### src/hw/rtl/drc_pkg.sv
// ----------------------------------------------------------------------------
// drc_pkg
// Shared types and constants of the dynamic range compressor.
// ----------------------------------------------------------------------------
package drc_pkg;

  localparam int unsigned MaxChannels = 8;
  localparam logic [30:0] OneQ30      = 31'h4000_0000;

  typedef enum logic [3:0] {
    REG_THRESHOLD     = 4'd0,
    REG_RATIO         = 4'd1,
    REG_ATTACK        = 4'd2,
    REG_RELEASE       = 4'd3,
    REG_MAKEUP        = 4'd4,
    REG_CHANNEL_COUNT = 4'd5,
    REG_ENABLE        = 4'd6,
    REG_SAMPLE_FORMAT = 4'd7
  } cfg_reg_e;

  typedef struct packed {
    logic [30:0] threshold;
    logic [6:0]  ratio;
    logic [30:0] atk_coef;
    logic [30:0] rel_coef;
    logic [30:0] makeup;
    logic [3:0]  channel_count;
    logic        enable;
    logic        sample_format;
  } cfg_t;

  typedef struct packed {
    logic signed [31:0] sample_0;
    logic signed [31:0] sample_1;
    logic signed [31:0] sample_2;
    logic signed [31:0] sample_3;
    logic signed [31:0] sample_4;
    logic signed [31:0] sample_5;
    logic signed [31:0] sample_6;
    logic signed [31:0] sample_7;
    logic               block_end;
  } in_item_t;

  typedef struct packed {
    logic signed [31:0] out_sample_0;
    logic signed [31:0] out_sample_1;
    logic signed [31:0] out_sample_2;
    logic signed [31:0] out_sample_3;
    logic signed [31:0] out_sample_4;
    logic signed [31:0] out_sample_5;
    logic signed [31:0] out_sample_6;
    logic signed [31:0] out_sample_7;
    logic               block_end_out;
  } out_item_t;

  // classified frame handed from front to back
  typedef struct packed {
    logic [MaxChannels-1:0][31:0] smp;
    logic [30:0]                  peak;
    logic                         bypass;
    logic                         block_end;
  } work_t;

endpackage

### src/hw/rtl/drc_front.sv
// ----------------------------------------------------------------------------
// drc_front
// Converts the incoming frame to Q31 (16-bit samples are only sign-extended while the
// compressor is disabled), masks inactive channels, finds the peak.
module drc_front (
  input  drc_pkg::cfg_t     cfg_i,
  input  drc_pkg::in_item_t item_i,
  output drc_pkg::work_t    work_o
);

  logic [drc_pkg::MaxChannels-1:0][31:0] raw;
  logic [drc_pkg::MaxChannels-1:0][31:0] val;
  logic [drc_pkg::MaxChannels-1:0][30:0] mag;
  logic [30:0] peak;
  logic        fmt16;

  assign raw[0] = item_i.sample_0;
  assign raw[1] = item_i.sample_1;
  assign raw[2] = item_i.sample_2;
  assign raw[3] = item_i.sample_3;
  assign raw[4] = item_i.sample_4;
  assign raw[5] = item_i.sample_5;
  assign raw[6] = item_i.sample_6;
  assign raw[7] = item_i.sample_7;

  assign fmt16 = !cfg_i.sample_format;

  always_comb begin
    peak = '0;
    for (int c = 0; c < drc_pkg::MaxChannels; c++) begin
      if (fmt16) begin
        val[c] = cfg_i.enable ? {raw[c][15:0], 16'h0000}
                              : {{16{raw[c][15]}}, raw[c][15:0]};
      end else begin
        val[c] = raw[c];
      end
      if (4'(c) >= cfg_i.channel_count) begin
        val[c] = '0;
      end
      // saturating magnitude: -2^31 maps to 2^31-1
      if (val[c][31]) begin
        mag[c] = (val[c] == 32'h8000_0000) ? 31'h7fff_ffff : 31'(-val[c]);
      end else begin
        mag[c] = val[c][30:0];
      end
      if (mag[c] > peak) begin
        peak = mag[c];
      end
    end
  end

  assign work_o.smp       = val;
  assign work_o.peak      = peak;
  assign work_o.bypass    = !cfg_i.enable;
  assign work_o.block_end = item_i.block_end;

endmodule

### config.mk
export PLATFORM = sky130hd
export DESIGN_NAME = drc_front
export DESIGN_NICKNAME = d
export VERILOG_FILES = /design/src/hw/rtl/drc_pkg.sv /design/src/hw/rtl/drc_front.sv
export SDC_FILE = /design/constraint.sdc
export NUM_CORES = 1
export LEC_CHECK = 0
export ABC_AREA = 1
export BUFFER_PORTS_ARGS = -buffer_cell sky130_fd_sc_hd__buf_2
export CELL_PAD_IN_SITES_DETAIL_PLACEMENT = 1
export CELL_PAD_IN_SITES_GLOBAL_PLACEMENT = 1
export CORE_ASPECT_RATIO = 0.6
export CORE_MARGIN = 2
export CORE_UTILIZATION = 30
export DETAILED_ROUTE_END_ITERATION = 12
export PLACE_DENSITY = 0.79
export SYNTH_ARGS = -nofsm -noshare
export SYNTH_HDL_FRONTEND = slang
export SYNTH_SLANG_ARGS = --single-unit
### constraint.sdc
create_clock -name vclk -period 15.5
set_clock_uncertainty 0.15 [all_clocks]
set_input_delay 0.775 -clock vclk [all_inputs]
set_output_delay 0.775 -clock vclk [all_outputs]
set_load 0.05 [all_outputs]
==> summary.txt <==
Final setup fails = 31
Final core area utilization = 51.64%
Final worst slack = -5.071 ns
Synth cell types = 65
Final hold viol count = 0
DRC violations left = 0
Startpoint types = input pin
RSZ-0062 raised after global routing = yes
FF+latch count = 0
I/O Buffers = 550
Fmax = 48.61 MHz
Slowest stage cell, crit path = nor3_1
Syn nets = 4,377
# fillers = 8,730
Worst slew margin relative to its limit = 15.77%
Post-Syn Instances = 3,800
Core Region = 62,810 um2
Commonest non-fill, non-tap cell in the layout = nand2_1
Fin Hold WS = 1.400 ns
Initial antenna violation count = 12
Gr ovfl total = 0
Most frequent CP cell = nand2_2
WL final = 162,200 um
Vias/cell = 6.138
First-pass GRT wire length = 189,700 um
CP peak stage delay = 0.99 ns
Worst hold path type = input pin to output pin
Area delta synth->final = 69.78%
Crit Path Max Fanout = 23
Ys Warns = 0
Largest net degree at the start of global routing = 73
RePlAce Congestion = 1.057
Antenna Nets Post-Route = 0
Min cycle time layout = 20.57 ns
Clk_buf instances = 0
Ports = 683
Avg Cell Area, Syn = 5.028 um2
Most frequent cells in the layout = nand2_1, buf_4, buf_2
Setup crit end kind = output pin
Netlist Area Pre-Place = 19,100 um2
Max-Cap Viols = 0
Die Wd = 329.8 um
CTS Hold Bufs = 0
Site Rows = 71
Initial drt markers = 4,760
Tcrit/Tclk final = 132.7%
Worst Path Required = 14.58 ns
Worst-margin pin slew = 1.254 ns
Top cells by area, synth = nand2_1, nand3_1, ha_1
Violated checks = negative setup slack
Setup TNS Final = -153.73 ns
Outcome = finished with violations
Post-synth top area share = 19.79%
Dominant cell type by area after synthesis = nand2_1
Reg area = 0 um2
WP data arrival = 19.65 ns
Nets = 5,617
Max-slew violations = 0
Cell area after layout = 32,430 um2
Via Count = 36,120
Post-DP Area = 28,000 um2
Die area = 65,780 um2
Initial core utilization = 30.42%
Gr usage total = 37.36%
Final HPWL DP = 106,400 um
Wirelength per Cell = 27.56 um
Seq/Total Area, Yosys = 0%
Drt first pass iters = 7
Number of global-route vias before repair = 31,510
DIE HEIGHT = 199.5 um
Fraction of layout cells with a size suffix above 1 = 40.08%
Crit Path Class = input pin to output pin
stage by stage:
step,setup WS (ns),instances
2_1_floorplan,0.005808,3800
3_5_place_dp,-1.862,5746
3_3_place_gp,-1.090,5746
4_1_cts,-0.9863,5797
5_1_grt,-5.034,5879
6_report,-5.071,5884
logic make-up after synthesis:
logic type / share of synthesized area [%]
simple gates: 53.38
xor+xnor: 2.842
fa+ha+maj: 11.99
buf+inv: 15.39
compound gates: 16.40
layer usage:
layer | global-route usage [%] | vias to the layer above | wire (um)
met5 | 0 | - | 225
met4 | 8.468 | 16 | 11940
met3 | 11.76 | 1084 | 25930
met2 | 53.81 | 3044 | 63400
met1 | 53.34 | 17030 | 60660
li1 | - | 14950 | -
layout make-up:
class / instances / area [um2] / share of cell area, %
Antenna cell: 7 / 17.52 / 0.05401
Inverter: 563 / 2135 / 6.581
Multi-Input combinational cell: 3079 / 18960 / 58.47
Tap cell: 839 / 1050 / 3.237
Timing Repair Buffer: 1396 / 10270 / 31.66
critical path: cells and delay by family:
kind	cells	cell delay, ns
compound gates	17	4.30
fa+ha+maj	6	1.90
buf+inv	25	3.72
simple gates	49	8.81
worst paths after layout:
| kind | to | cells after the start | slack (ns) | startpoint |
|---|---|---|---|---|
| setup / recovery | work_o[5] | 97 | -5.07 | cfg_i[1] |
| hold / removal | work_o[0] | 0 | 1.40 | item_i[0] |
repair_timing:
action | CTS | global route
endpoints found under the setup margin | 31 | 31
pin swaps | 47 | 172
buffers inserted | 43 | 73
gates cloned | 8 | 13
resized for setup | 253 | 523
synthesized netlist by cell type, drive strengths merged (44+ instances only):
cell type,instances
nand3,536
nand2,1043
nor3,116
buf,86
a21oi,108
or2,96
inv,559
xor2,54
o21ai,298
nor2,401
clkbuf,73
o22ai,44
ha,183
Power is not shown: default switching activity piles up to over one toggle a cycle in this logic, so the estimate is an artifact.
