<file path="config.mk">
export PLATFORM = sky130hd
export DESIGN_NAME = drc_queue
export DESIGN_NICKNAME = d
export VERILOG_FILES = /design/src/hw/rtl/drc_pkg.sv /design/src/hw/rtl/drc_queue.sv
export SDC_FILE = /design/constraint.sdc
export NUM_CORES = 1
export LEC_CHECK = 0
export ABC_AREA = 1
export BUFFER_PORTS_ARGS = -buffer_cell sky130_fd_sc_hd__buf_2
export CORE_AREA = 2 2 230 232
export DETAILED_ROUTE_END_ITERATION = 7
export DIE_AREA = 0 0 232 234
export GPL_ROUTABILITY_DRIVEN = 0
export GPL_TIMING_DRIVEN = 1
export PLACE_DENSITY = 0.72
export SKIP_LAST_GASP = 1
export SLEW_MARGIN = 0
export SYNTH_ARGS = -nofsm -noshare
export SYNTH_HDL_FRONTEND = slang
export SYNTH_SLANG_ARGS = --single-unit
</file>
<file path="constraint.sdc">
create_clock -name clk_i -period 22.1 [get_ports clk_i]
set_input_delay 1.105 -clock clk_i [delete_from_list [all_inputs] [get_ports clk_i]]
set_output_delay 1.105 -clock clk_i [all_outputs]
set_load 0.01 [all_outputs]
</file>
<file path="src/hw/rtl/drc_pkg.sv">
// ----------------------------------------------------------------------------
// drc_pkg
// Shared types and constants of the dynamic range compressor.
// ----------------------------------------------------------------------------
package drc_pkg;

  localparam int unsigned MaxChannels = 8;
  localparam logic [30:0] OneQ30      = 31'h4000_0000;

  typedef enum logic [3:0] {
    REG_THRESHOLD     = 4'd0,
    REG_RATIO         = 4'd1,
    REG_ATTACK        = 4'd2,
    REG_RELEASE       = 4'd3,
    REG_MAKEUP        = 4'd4,
    REG_CHANNEL_COUNT = 4'd5,
    REG_ENABLE        = 4'd6,
    REG_SAMPLE_FORMAT = 4'd7
  } cfg_reg_e;

  typedef struct packed {
    logic [30:0] threshold;
    logic [6:0]  ratio;
    logic [30:0] atk_coef;
    logic [30:0] rel_coef;
    logic [30:0] makeup;
    logic [3:0]  channel_count;
    logic        enable;
    logic        sample_format;
  } cfg_t;

  typedef struct packed {
    logic signed [31:0] sample_0;
    logic signed [31:0] sample_1;
    logic signed [31:0] sample_2;
    logic signed [31:0] sample_3;
    logic signed [31:0] sample_4;
    logic signed [31:0] sample_5;
    logic signed [31:0] sample_6;
    logic signed [31:0] sample_7;
    logic               block_end;
  } in_item_t;

  typedef struct packed {
    logic signed [31:0] out_sample_0;
    logic signed [31:0] out_sample_1;
    logic signed [31:0] out_sample_2;
    logic signed [31:0] out_sample_3;
    logic signed [31:0] out_sample_4;
    logic signed [31:0] out_sample_5;
    logic signed [31:0] out_sample_6;
    logic signed [31:0] out_sample_7;
    logic               block_end_out;
  } out_item_t;

  // classified frame handed from front to back
  typedef struct packed {
    logic [MaxChannels-1:0][31:0] smp;
    logic [30:0]                  peak;
    logic                         bypass;
    logic                         block_end;
  } work_t;

endpackage

</file>
<file path="src/hw/rtl/drc_queue.sv">
// ----------------------------------------------------------------------------
// drc_queue
// Two-entry queue between front and back.
// ----------------------------------------------------------------------------
module drc_queue (
  input  logic           clk_i,
  input  logic           rst_ni,
  input  logic           push_i,
  input  drc_pkg::work_t data_i,
  output logic           full_o,
  input  logic           pop_i,
  output logic           empty_o,
  output drc_pkg::work_t data_o
);

  drc_pkg::work_t mem_q [2];
  logic       wr_ptr_q, rd_ptr_q;
  logic [1:0] cnt_q;

  assign full_o  = (cnt_q == 2'd2);
  assign empty_o = (cnt_q == 2'd0);
  assign data_o  = mem_q[rd_ptr_q];

  always_ff @(posedge clk_i) begin
    if (push_i) begin
      mem_q[wr_ptr_q] <= data_i;
    end
  end

  always_ff @(posedge clk_i or negedge rst_ni) begin
    if (!rst_ni) begin
      wr_ptr_q <= 1'b0;
      rd_ptr_q <= 1'b0;
      cnt_q    <= 2'd0;
    end else begin
      if (push_i) wr_ptr_q <= !wr_ptr_q;
      if (pop_i)  rd_ptr_q <= !rd_ptr_q;
      if (push_i && !pop_i)      cnt_q <= cnt_q + 2'd1;
      else if (pop_i && !push_i) cnt_q <= cnt_q - 2'd1;
    end
  end

endmodule

</file>
==> results of run 1 <==
Yosys cell counts (all sizes together):
library cell,number,area [µm²]
nor2,3,11.26
dfrtp,4,100.1
xnor2,1,8.760
edfxtp,578,17360
mux2,289,3630
buf,32,231.5
inv,7,26.28
nand3,1,5.000
nand4,1,6.260
nand2,5,18.77
ha,1,12.51
xor2,2,17.52
cells by family after synthesis:
family,Yosys count
flops,582
buf+inv,39
fa+ha+maj,1
simple gates,10
xor+xnor,3
mux,289
worst paths after layout:
| path | from | endpoint | slack (ns) |
|---|---|---|---|
| max in group asynchronous | rst_ni | rd_ptr_q | 21.62 |
| min reg2reg | cnt_q[1] | cnt_q[1] | 0.50 |
| min | rst_ni | rd_ptr_q | 0.33 |
| max reg2reg | wr_ptr_q | mem_q[0][257] | 18.56 |
| min in group clk_i | cnt_q[1] | cnt_q[1] | 0.50 |
| max | rd_ptr_q | data_o[154] | 17.19 |
cell type report:
| class | count | share of cell area |
|---|---|---|
| Sequential cell | 582 | 0.6518 |
| Multi-Input combinational cell | 303 | 0.1388 |
| Timing Repair Buffer | 594 | 0.1120 |
| Clock buffer | 69 | 0.05493 |
| Tap cell | 688 | 0.03214 |
| Clock inverter | 32 | 0.008127 |
| Inverter | 7 | 0.001261 |
| Antenna cell | 10 | 0.0009342 |
power breakdown:
group | total [W] | switching, W | internal (W)
logic | 0.000991 | 0.000524 | 0.000467
registers | 0.00154 | 0.0000692 | 0.00147
clock network | 0.000881 | 0.000385 | 0.000495
per-layer routing:
layer / routed length, µm / vias to the layer above
met5: 64 / -
met4: 1827 / 12
met3: 3693 / 123
met2: 23220 / 454
met1: 16680 / 5389
li1: - / 4936
sequential cells by signal, indices dropped and copies added (netlist names):
register,count
mem_q,578
cnt_q,2
wr_ptr_q,1
rd_ptr_q,1
per-stage QoR:
step	hold WS (ns)	power (W)	cells	worst slack [ns]	area (µm²)
floorplan	0.4631	0.002279	924	7.932	21420
global placement	0.4799	0.002543	2174	17.69	25070
detailed placement	0.4857	0.002562	2174	17.66	25070
CTS	0.2886	0.003448	2275	17.13	26760
global route	0.2998	0.003560	2281	17.01	26780
finish	0.3294	0.003409	2285	17.19	26790
==> impl_metrics.toml, run 1 <==
[route]
avgRoutedWirePerCell_um = 19.91
drt_iter0_markers = 538
num_vias = 10910
drt-total-wl_um = 45490
first_pass_iters = 5
ant_nets = 0
routed_via_density = 4.776
route.detailed.drc = 0

[global_route]
grtUsageMet1 = 0.1730
grt_overflow = 0
grt_pass1_wl_um = 64280
grt.total_usage = 0.1576
grt_antenna_before_repair = 13
grt_pass1_vias = 11330
use_met2 = 0.2746
grt_max_degree = 84
grtUsageMet3 = 0.05350
top_usage_layer = "met2"

[final_layout]
fillers = 4169
multiInputGateArea_mm2 = 0.003717
regArea_mm2 = 0.01746
final_util = 0.5149
final_common_cell = "buf_2"
nets = 1838
drive_gt1_frac = 0.6068
syn2layout_area_growth_pct = 25.03
final_cell_mix = "583 x buf_2, 578 x edfxtp_1, 189 x mux2_2"

[synth]
synth_top_family_by_area = "multiplexers"
ys_ff_latch = 582
synthSimpleGateAreaFrac = 0.001927
syn-cell-area_mm2 = 0.02142
syn_inst = 924
synthMuxAreaShare = 0.1694
synth-compound-area-share = 0
synth-xor-area-share = 0.001226
synth_nets = 1218
synth.distinct_cells = 15
yosysWarnings = 0
synthAdderAreaFrac = 0.0005840
avgSynthCellArea_um2 = 23.19
synth_seq_area_share = 0.8148

[clock_tree]
numClockSinks = 582
root_buffer = "clkbuf_16"
cts_buffers = 56
cts.repair.resized = 0
cts_setup_buffers = 0
cts_tree = "yes"
ctsHoldBuffers = 0
clk_latency_ns = 0.59
clkTransAtPathRegs_ns = 0.06
cts_buffer_depth = 3
cts_max_level = 2

[die]
std_cell_rows = 84
die_w_um = 232
initial_core_util = 0.4118
core_mm2 = 0.05202
boundaryPins = 584
die-area_mm2 = 0.05429
die_h_um = 234

[worst_setup_path]
worst_path_largest_cell_delay_ns = 0.89
critical_path_class = "reg -> out"
rr_worst_depth = 4
cp_num_buf_inv = 3
crit_chain = "buf_4, buf_4, mux2_2, buf_2"
critPathRequiredTime_ns = 21.00
cp_top_family = "buffers and inverters"
cp.arrival_ns = 3.81
cp_num_cells = 4
crit_path_end_kind = "output port"
critPathLaunchType = "flip-flop"
cp_common_cell = "buf_4"
slowest_stage = "buf_4"
crit_fanout = 60

[sta]
fin_skew_ns = 0.01440
setup_viol = 0
setup_tns_ns = 0
slew_violations = 0
rsz0062_at_grt = "false"
worst_pin_slew_ns = 1.080
max-slew-margin-rel = 0.2799
max_freq_mhz = 203.6
hold_viol_final = 0
fin_crit_sh = 0.2222
fin_crit_ns = 4.911

[power_and_ir_drop]
p_per_area_mw_per_mm2 = 127.3
ir_drop_mv = 0.08085
p_leak_nw = 10.29

[place]
dp_hpwl_um = 31510
port_buffers = 583

[hold_path]
hp-class = "in -> async"

[flow_run]
maxCapViolations = 0

[run_status]
run_status = "completed"
Power figures use the tool's default switching activity.
==> run 2: changes to the inputs <==
Settings changed: ABC_AREA 1 to 0, PLACE_DENSITY 0.72 to 0.75.
Clock period 22.1 ns to 4.22 ns, I/O delays scaled along.
==> run 2 against run 1 <==
Effect of this change:
- global-route usage up 2.9 points
- sequential power rose to 5.2 times the previous value
- clock power rose to 5.6 times the previous value
- area after synthesis barely moved
- register-to-register slack got worse by 16 ns
- synthesized cell count is 0.97% lower
- clock-buffer cell count rose by 6
- critical endpoint is now data_o[167]
==> impl_metrics.toml, run 2 <==
[run_status]
run_status = "completed"

[final_layout]
final_cell_mix = "583 x buf_2, 578 x edfxtp_1, 293 x dlygate4sd3_1"
drive_gt1_frac = 0.5193
syn2layout_area_growth_pct = 40.59
instances_no_fill = 2585
largestRegisters = "mem_q: 578 flops, cnt_q: 2 flops"
nets = 2143
final_util = 0.5784
largest_reg_flops = 578
final_common_cell = "buf_2"
top_register = "mem_q"

[route]
avgRoutedWirePerCell_um = 20.51
first_pass_iters = 5
drt-total-wl_um = 53010
ant_nets = 0
num_vias = 12300
drt_iter0_markers = 689
route.detailed.drc = 0
routed_via_density = 4.757

[power_and_ir_drop]
p_leak_nw = 11.70
ir_drop_mv = 0.5470
p_per_area_mw_per_mm2 = 624.5

[clock_tree]
cts.repair.resized = 0
cts_buffer_depth = 3
ctsHoldBuffers = 293
clk_latency_ns = 0.59
cts_max_level = 2
cts_setup_buffers = 0
clkTransAtPathRegs_ns = 0.07
cts_tree = "yes"
root_buffer = "clkbuf_16"
cts_buffers = 58
numClockSinks = 582

[synth]
yosys.area.top_type = "edfxtp_1"
synthTopCellsByArea = "edfxtp_1 81%, mux2_2 9.9%, mux2_4 7.0%"
ys_top_cells_by_count = "578 x edfxtp_1, 189 x mux2_2, 100 x mux2_4"
synth_edf_count = 578
yosysWarnings = 0
yosys_most_used_dff = "edfxtp_1"
syn_inst = 915
synth.distinct_cells = 14
ys_ff_latch = 582
synth_seq_area_share = 0.8156
synth_top_area_frac = 0.8109
avgSynthCellArea_um2 = 23.39
syn-cell-area_mm2 = 0.02140
synth_most_common_cell = "edfxtp_1"
synth_nets = 1209
async_flop_share = 0.006873

[worst_setup_path]
crit_fanout = 49
crit_chain = "buf_12, buf_12, mux2_2, buf_2"
cp.arrival_ns = 2.70
critPathRequiredTime_ns = 4.01
cp_common_cell = "buf_12"
cp_num_buf_inv = 3
critical_path_class = "reg -> out"
critPathLaunchType = "flip-flop"
crit_path_end_kind = "output port"
worst_path_largest_cell_delay_ns = 0.90
cp_top_family = "flip-flops"
slowest_stage = "dfrtp_4"

[sta]
rsz0062_at_grt = "false"
max-slew-margin-rel = 0.3755
setup_viol = 0
slew_violations = 0
fin_crit_sh = 0.6896
max_freq_mhz = 343.6
worst_pin_slew_ns = 0.9368
fin_ws_ns = 1.310
fin_crit_ns = 2.910
hold_viol_final = 0
setup_tns_ns = 0
fin_skew_ns = 0.01725

[die]
std_cell_rows = 84
die-area_mm2 = 0.05429
initial_core_util = 0.4114
die_h_um = 234
die_w_um = 232
core_mm2 = 0.05202
boundaryPins = 584

[place]
dpl.cell_count = 2184
dp_hpwl_um = 32070
port_buffers = 583
place_ws_ns = 1.886

[global_route]
grt.total_usage = 0.1869
grt_antenna_before_repair = 2
grt_max_degree = 118
grt_pass1_wl_um = 77030
grt_overflow = 0
grt_pass1_vias = 13240

[flow_run]
maxCapViolations = 0

[hold_path]
hp-class = "in -> reg"
## run 2: changes by cell type after synthesis, sizes merged, moves of 2 or more
cell,previous run,this run
inv,7,1
nand2,5,0
nor2b,0,2
xor2,2,4
## run 2: cell type report
cell class / instances / area, µm²
repair buffers: 906 / 6213
inverters: 1 / 3.754
clock inverters: 31 / 246.5
multi-input cells: 300 / 3722
fillers: 3673 / 21930
diodes: 2 / 5.005
well taps: 688 / 860.8
clock buffers: 75 / 1579
flip-flops and latches: 582 / 17460
## run 2: power by group
part           internal, W  total [W]  switching, W
Clock              0.00287    0.00496       0.00210
Sequential         0.00766    0.00805      0.000382
Combinational      0.00279    0.00578       0.00299
Total               0.0133     0.0188       0.00547
## run 2: final timing paths
kind,startpoint,endpoint,slack [ns],cells after the start
worst max-delay path,rd_ptr_q,data_o[167],1.31,4
worst min-delay path,data_i[110],mem_q[0][110],0.34,2
worst max register to register,wr_ptr_q,mem_q[1][126],2.18,2
worst min register to register,cnt_q[1],cnt_q[1],0.54,1
max in group asynchronous,rst_ni,rd_ptr_q,3.45,3
min in group asynchronous,rst_ni,rd_ptr_q,0.56,3
## run 2: cells by family (layout without fill, tap and decap cells)
family | count (synthesis) | in the layout | synth area share
other cells | 0 | 2 | 0
mux | 289 | 289 | 0.1696
simple gates | 5 | 5 | 0.001228
fa+ha+maj | 1 | 1 | 0.0005845
buf+inv | 33 | 1013 | 0.01099
xor+xnor | 5 | 5 | 0.002046
flops | 582 | 582 | 0.8156
## run 2: per-stage QoR
stage	cell area (µm²)	total power [W]	hold slack (ns)
after global routing	30090	0.01956	0.3014
after detailed placement	25330	0.01365	0.02561
after CTS	30090	0.01884	0.2928
final	30090	0.01879	0.3403
after global placement	25330	0.01352	0.02578
after floorplan	21410	0.01164	-0.08459
## run 2: worst reg2reg max path: stages (launching register included)
cell and delay (ns):
dfrtp_1 0.42, and2_4 0.80, buf_4 0.46
## run 2: metal layers
metal,vias to the layer above,global-route usage,share of wire
met5,-,0,0
met4,0,0.06831,0.034
met3,118,0.05241,0.083
met2,598,0.3391,0.52
met1,6044,0.2095,0.36
li1,5537,-,-
